`config.mk`:
```
export PLATFORM = sky130hd
export DESIGN_NAME = tcs_ctrl
export DESIGN_NICKNAME = d
export VERILOG_FILES = /design/src/sv/tcs_pkg.sv /design/src/sv/tcs_ctrl.sv
export SDC_FILE = /design/constraint.sdc
export NUM_CORES = 1
export LEC_CHECK = 0
export BUFFER_PORTS_ARGS = -buffer_cell sky130_fd_sc_hd__buf_2
export CORE_MARGIN = 2
export CORE_UTILIZATION = 40
export CTS_BUF_LIST = sky130_fd_sc_hd__clkbuf_2
export CTS_CLUSTER_DIAMETER = 40
export DETAILED_ROUTE_END_ITERATION = 7
export SYNTH_ARGS = -nofsm -noshare
export SYNTH_HDL_FRONTEND = slang
export SYNTH_SLANG_ARGS = --single-unit
```
`constraint.sdc`:
```
create_clock -name i_clk -period 2.6 [get_ports i_clk]
set_input_delay 0.26 -clock i_clk [delete_from_list [all_inputs] [get_ports i_clk]]
set_output_delay 0.26 -clock i_clk [all_outputs]
set_load 0.05 [all_outputs]
```
`src/sv/tcs_pkg.sv`:
```
// Package for the text console with scrollback: sizes, action codes, types.
// No dependencies; used by tcs_ctrl, tcs_dp and the top level.
package tcs_pkg;
    localparam int MaxRows = 64;
    localparam int MaxCols = 128;
    localparam int HistRows = 256;
    localparam int RowW = $clog2(MaxRows);
    localparam int ColW = $clog2(MaxCols);
    localparam int HistW = $clog2(HistRows);
    localparam int ScrDepth = MaxRows * MaxCols;
    localparam int HisDepth = HistRows * MaxCols;
    localparam int ScrAw = $clog2(ScrDepth);
    localparam int HisAw = $clog2(HisDepth);
    localparam logic [7:0] NewlineCode = 8'd10;
    localparam logic [7:0] BlankCode = 8'd32;

    localparam logic [2:0] ActWrite = 3'd0;
    localparam logic [2:0] ActSetCur = 3'd1;
    localparam logic [2:0] ActClear = 3'd2;
    localparam logic [2:0] ActPgUp = 3'd3;
    localparam logic [2:0] ActPgDn = 3'd4;
    localparam logic [2:0] ActBottom = 3'd5;
    localparam logic [2:0] ActRead = 3'd6;
    localparam logic [2:0] ActNop = 3'd7;

    localparam logic CfgRows = 1'b0;
    localparam logic CfgCols = 1'b1;

    // Controller commands to the datapath
    typedef struct packed {
        logic       take;      // latch the request
        logic       exec;      // run the simple actions and the byte write decision
        logic       clr_step;  // blank one screen cell (clearing pass)
        logic       clr_start;
        logic       scr_rd;    // issue scroll read of current cell
        logic       scr_wr;    // write the read cell to history and row above
        logic       scr_adv;   // advance scroll cursor
        logic       scr_done;  // finish scroll, then store pending byte
        logic       rd_issue;  // issue a view read
        logic       rd_take;   // capture view read data
        logic       out_load;  // load output register
    } t_cmd;

    // Datapath status for the controller
    typedef struct packed {
        logic need_scroll;
        logic clr_last;
        logic scr_last;
        logic is_read;
        logic is_clear;
    } t_stat;
endpackage

```
`src/sv/tcs_ctrl.sv`:
```
// Controller state machine for the text console.
// Depends on tcs_pkg.
module tcs_ctrl (
    input  logic          i_clk,
    input  logic          i_rst_n,
    input  logic          i_valid,
    output logic          o_stall,
    output logic          o_valid,
    input  logic          i_stall,
    input  tcs_pkg::t_stat i_st,
    output tcs_pkg::t_cmd  o_cmd
);
    import tcs_pkg::*;

    typedef enum logic [8:0] {
        S_CLR   = 9'b000000001,
        S_IDLE  = 9'b000000010,
        S_EXEC  = 9'b000000100,
        S_SRD   = 9'b000001000,
        S_SWR   = 9'b000010000,
        S_SDONE = 9'b000100000,
        S_RD    = 9'b001000000,
        S_RDT   = 9'b010000000,
        S_OUT   = 9'b100000000
    } t_state;

    t_state r_state, n_state;
    logic   r_ovalid, n_ovalid;

    assign o_valid = r_ovalid;
    assign o_stall = (r_state != S_IDLE) || (r_ovalid && i_stall);

    // Decode state into commands and next state
    always_comb begin
        n_state = r_state;
        n_ovalid = r_ovalid && i_stall;
        o_cmd = '0;
        case (r_state)
            S_CLR: begin
                o_cmd.clr_step = 1'b1;
                if (i_st.clr_last) begin
                    n_state = i_st.is_clear ? S_OUT : S_IDLE;
                end
            end
            S_IDLE: begin
                if (i_valid && !o_stall) begin
                    o_cmd.take = 1'b1;
                    n_state = S_EXEC;
                end
            end
            S_EXEC: begin
                o_cmd.exec = 1'b1;
                if (i_st.is_clear) begin
                    o_cmd.clr_start = 1'b1;
                    n_state = S_CLR;
                end else if (i_st.is_read) begin
                    n_state = S_RD;
                end else if (i_st.need_scroll) begin
                    n_state = S_SRD;
                end else begin
                    n_state = S_OUT;
                end
            end
            S_SRD: begin
                o_cmd.scr_rd = 1'b1;
                n_state = S_SWR;
            end
            S_SWR: begin
                o_cmd.scr_wr = 1'b1;
                o_cmd.scr_adv = 1'b1;
                n_state = i_st.scr_last ? S_SDONE : S_SRD;
            end
            S_SDONE: begin
                o_cmd.scr_done = 1'b1;
                n_state = S_OUT;
            end
            S_RD: begin
                o_cmd.rd_issue = 1'b1;
                n_state = S_RDT;
            end
            S_RDT: begin
                o_cmd.rd_take = 1'b1;
                n_state = S_OUT;
            end
            S_OUT: begin
                if (!(r_ovalid && i_stall)) begin
                    o_cmd.out_load = 1'b1;
                    n_ovalid = 1'b1;
                    n_state = S_IDLE;
                end
            end
            default: n_state = S_IDLE;
        endcase
    end

    // Hold state
    always_ff @(posedge i_clk) begin
        if (!i_rst_n) begin
            r_state <= S_CLR;
            r_ovalid <= 1'b0;
        end else begin
            r_state <= n_state;
            r_ovalid <= n_ovalid;
        end
    end
endmodule

```
==> metrics.cfg <==
[critical_path]
critPathArrivalTime_ns = 2.17
rrSetupSlack_ns = 0.57
required_ns = 2.34
crit_type = reg -> out
rr_startpoint = r_state[5]$_SDFFE_PN0P_
r2r-end = r_state[4]$_SDFFE_PN0P_
cp_max_fo = 7
r2r_cells = 4
critPathLaunchType = flop
end_kind = output pin

[timing]
maxSlewViolCount = 0
fin_tns_setup_ns = 0
fin_crit_ns = 2.43
setup_viol = 0
finClkSkew_ns = 0.00654
fmaxAchievable_ghz = 0.412
slew_headroom_pct = 66.1
fin_crit_sh_pct = 93.3
worstMarginPinSlew_ns = 0.502
hold_violations = 0
rsz0062_at_grt = no

[global_route]
grt_pass1_vias = 602
antenna_found_initial = 0
grt_busiest_layer = met1
grt_overflow = 0
grt_use_total_pct = 19.1
grt_max_degree = 14
gr-usage-met2_pct = 25.9
grt_use_met1_pct = 27.5
use_met3_pct = 4.62
grt_pass1_wl_mm = 2.86

[clock_tree]
cts_htree_levels = 1
cts_setup_buffers = 0
root_buffer = clkbuf_2
hold_buffers = 0
tritoncts = yes
clk_pin_slew_ns = 0.12
clock_sinks = 10
numCtsBuffers = 3
insertion_delay_ns = 0.27
clk_path_buf_depth = 2
cts_resized = 0

[worst_hold_path]
hp-start = i_st[2]
hold_depth = 3
hold-path-endpoint = r_state[5]$_SDFFE_PN0P_
hold_path.class = in -> reg

[finish]
final_nets = 121
antenna_cells = 0
syn_to_final_growth_pct = 16.0
drive_gt1_share_pct = 30.6
final_common_cell = buf_2
final_cell_mix = buf_2 (21), dfxtp_1 (10), nor2_1 (8)
instances_no_fill = 136

[floorplanning]
num_rows = 15
die_h_um = 47.3
start_util_pct = 42.9
ioPinCount = 22
design.core.area_mm2 = 0.00175
dieArea_mm2 = 0.00224
die_w_um = 47.3

[synth]
postSynth.asyncResetShare_pct = 0
yosys_most_used_dff = dfxtp_1
syn_inst = 95
synth_nets = 104
yosys_register_bits = 10
postSynthAreaPerCell_um2 = 7.89
synth_seq_area_share_pct = 26.7
synth_area_um2 = 749
yosys.cell_types.count = 38
ys_warn_count = 0
synth-edff-count = 0

[route]
wl_per_cell_um = 13.1
vias = 756
dr.pass1.iters = 4
route.detailed.drc = 0
detail_route.iter0.violations = 22
wl_mm = 1.79
routed_via_density = 5.56
drtAntennaViolNets = 0

[placement]
hpwlAfterDp_mm = 1.37
port_buffers = 21
gp_congestion = 0.804
place_inst = 132

[pwr]
power.total_uw = 609
ir_drop_mv = 0.359
leakage_nw = 0.390
power_per_cell_area_mw_per_mm2 = 700

[run]
max_cap_viol_count = 0

[outcome]
outcome = complete, no violations

[power by group]
part	switching [mW]	internal, mW
Combinational	0.177	0.111
Sequential	0.0500	0.173
Clock	0.0641	0.0334
Total	0.291	0.318
[through the flow]
step | util, % | instance area [µm²] | hold slack (ns) | worst slack (ns)
final | 49.8 | 870 | 0.191 | 0.174
after global routing | 49.8 | 870 | 0.185 | 0.0720
after CTS | 49.8 | 870 | 0.180 | 0.173
after detailed placement | 48.7 | 851 | 0.495 | 0.508
after global placement | 48.7 | 851 | 0.494 | 0.541
after floorplan | - | 761 | 0.374 | 0.159
[worst max-delay path by stage]
stage / from / endpoint / slack, ns / cells past startpoint
after floorplan: r_state[5]$_SDFFE_PN0P_ / r_state[4]$_SDFFE_PN0P_ / 0.16 / 4
after global placement: r_state[8]$_SDFFE_PN0P_ / o_cmd[8] / 0.54 / 4
after detailed placement: r_state[5]$_SDFFE_PN0P_ / o_cmd[10] / 0.51 / 4
after CTS: r_state[5]$_SDFFE_PN0P_ / o_cmd[10] / 0.17 / 4
after global routing: r_state[5]$_SDFFE_PN0P_ / o_cmd[7] / 0.07 / 4
final: r_state[5]$_SDFFE_PN0P_ / o_cmd[10] / 0.17 / 4
[cell type report]
cell class | instances | area, µm²
repair buffers | 21 | 105
multi-input cells | 72 | 499
fillers | 188 | 876
well taps | 25 | 31.3
flip-flops and latches | 10 | 200
clock inverters | 1 | 3.75
inverters | 4 | 15.0
clock buffers | 3 | 15.0
[cells in the mapped netlist, types with 3 or more instances]
library cell	instances	area, µm²
or2_2	3	18.8
nor2_1	8	30.0
buf_2	4	20.0
and3_1	5	31.3
and2_1	4	25.0
o21ai_0	4	20.0
dfxtp_1	10	200
nor3b_1	4	30.0
nand3b_1	3	22.5
nor3_1	3	15.0
clkbuf_1	3	11.3
inv_1	4	15.0
nor4b_1	6	52.6
nand2_1	5	18.8
[registers in the layout (all words and copies together), names as in the netlist]
signal   cells
r_state      9
o_valid      1
[layer usage]
layer,routed length [µm],vias to the layer above,share of wire (%)
met5,0,-,0
met4,21,0,1.2
met3,99,2,5.5
met2,806,23,45
met1,858,347,48
li1,-,384,-
[worst max-delay path: stages, from the launching register on]
cell and delay, ns:
dfxtp_1 0.38, or4_1 0.65, or2_2 0.38, nor2b_1 0.18, buf_2 0.29
[logic make-up (layout without fill, tap and decap cells)]
family          Yosys count  count (layout)  synth area share (%)
flops                    10              10                  26.7
buf+inv                  13              29                  8.18
simple gates             51              51                  43.6
compound gates           18              18                  18.0
xor+xnor                  3               3                  3.51
Note: power is estimated with default switching activity, not from simulation.
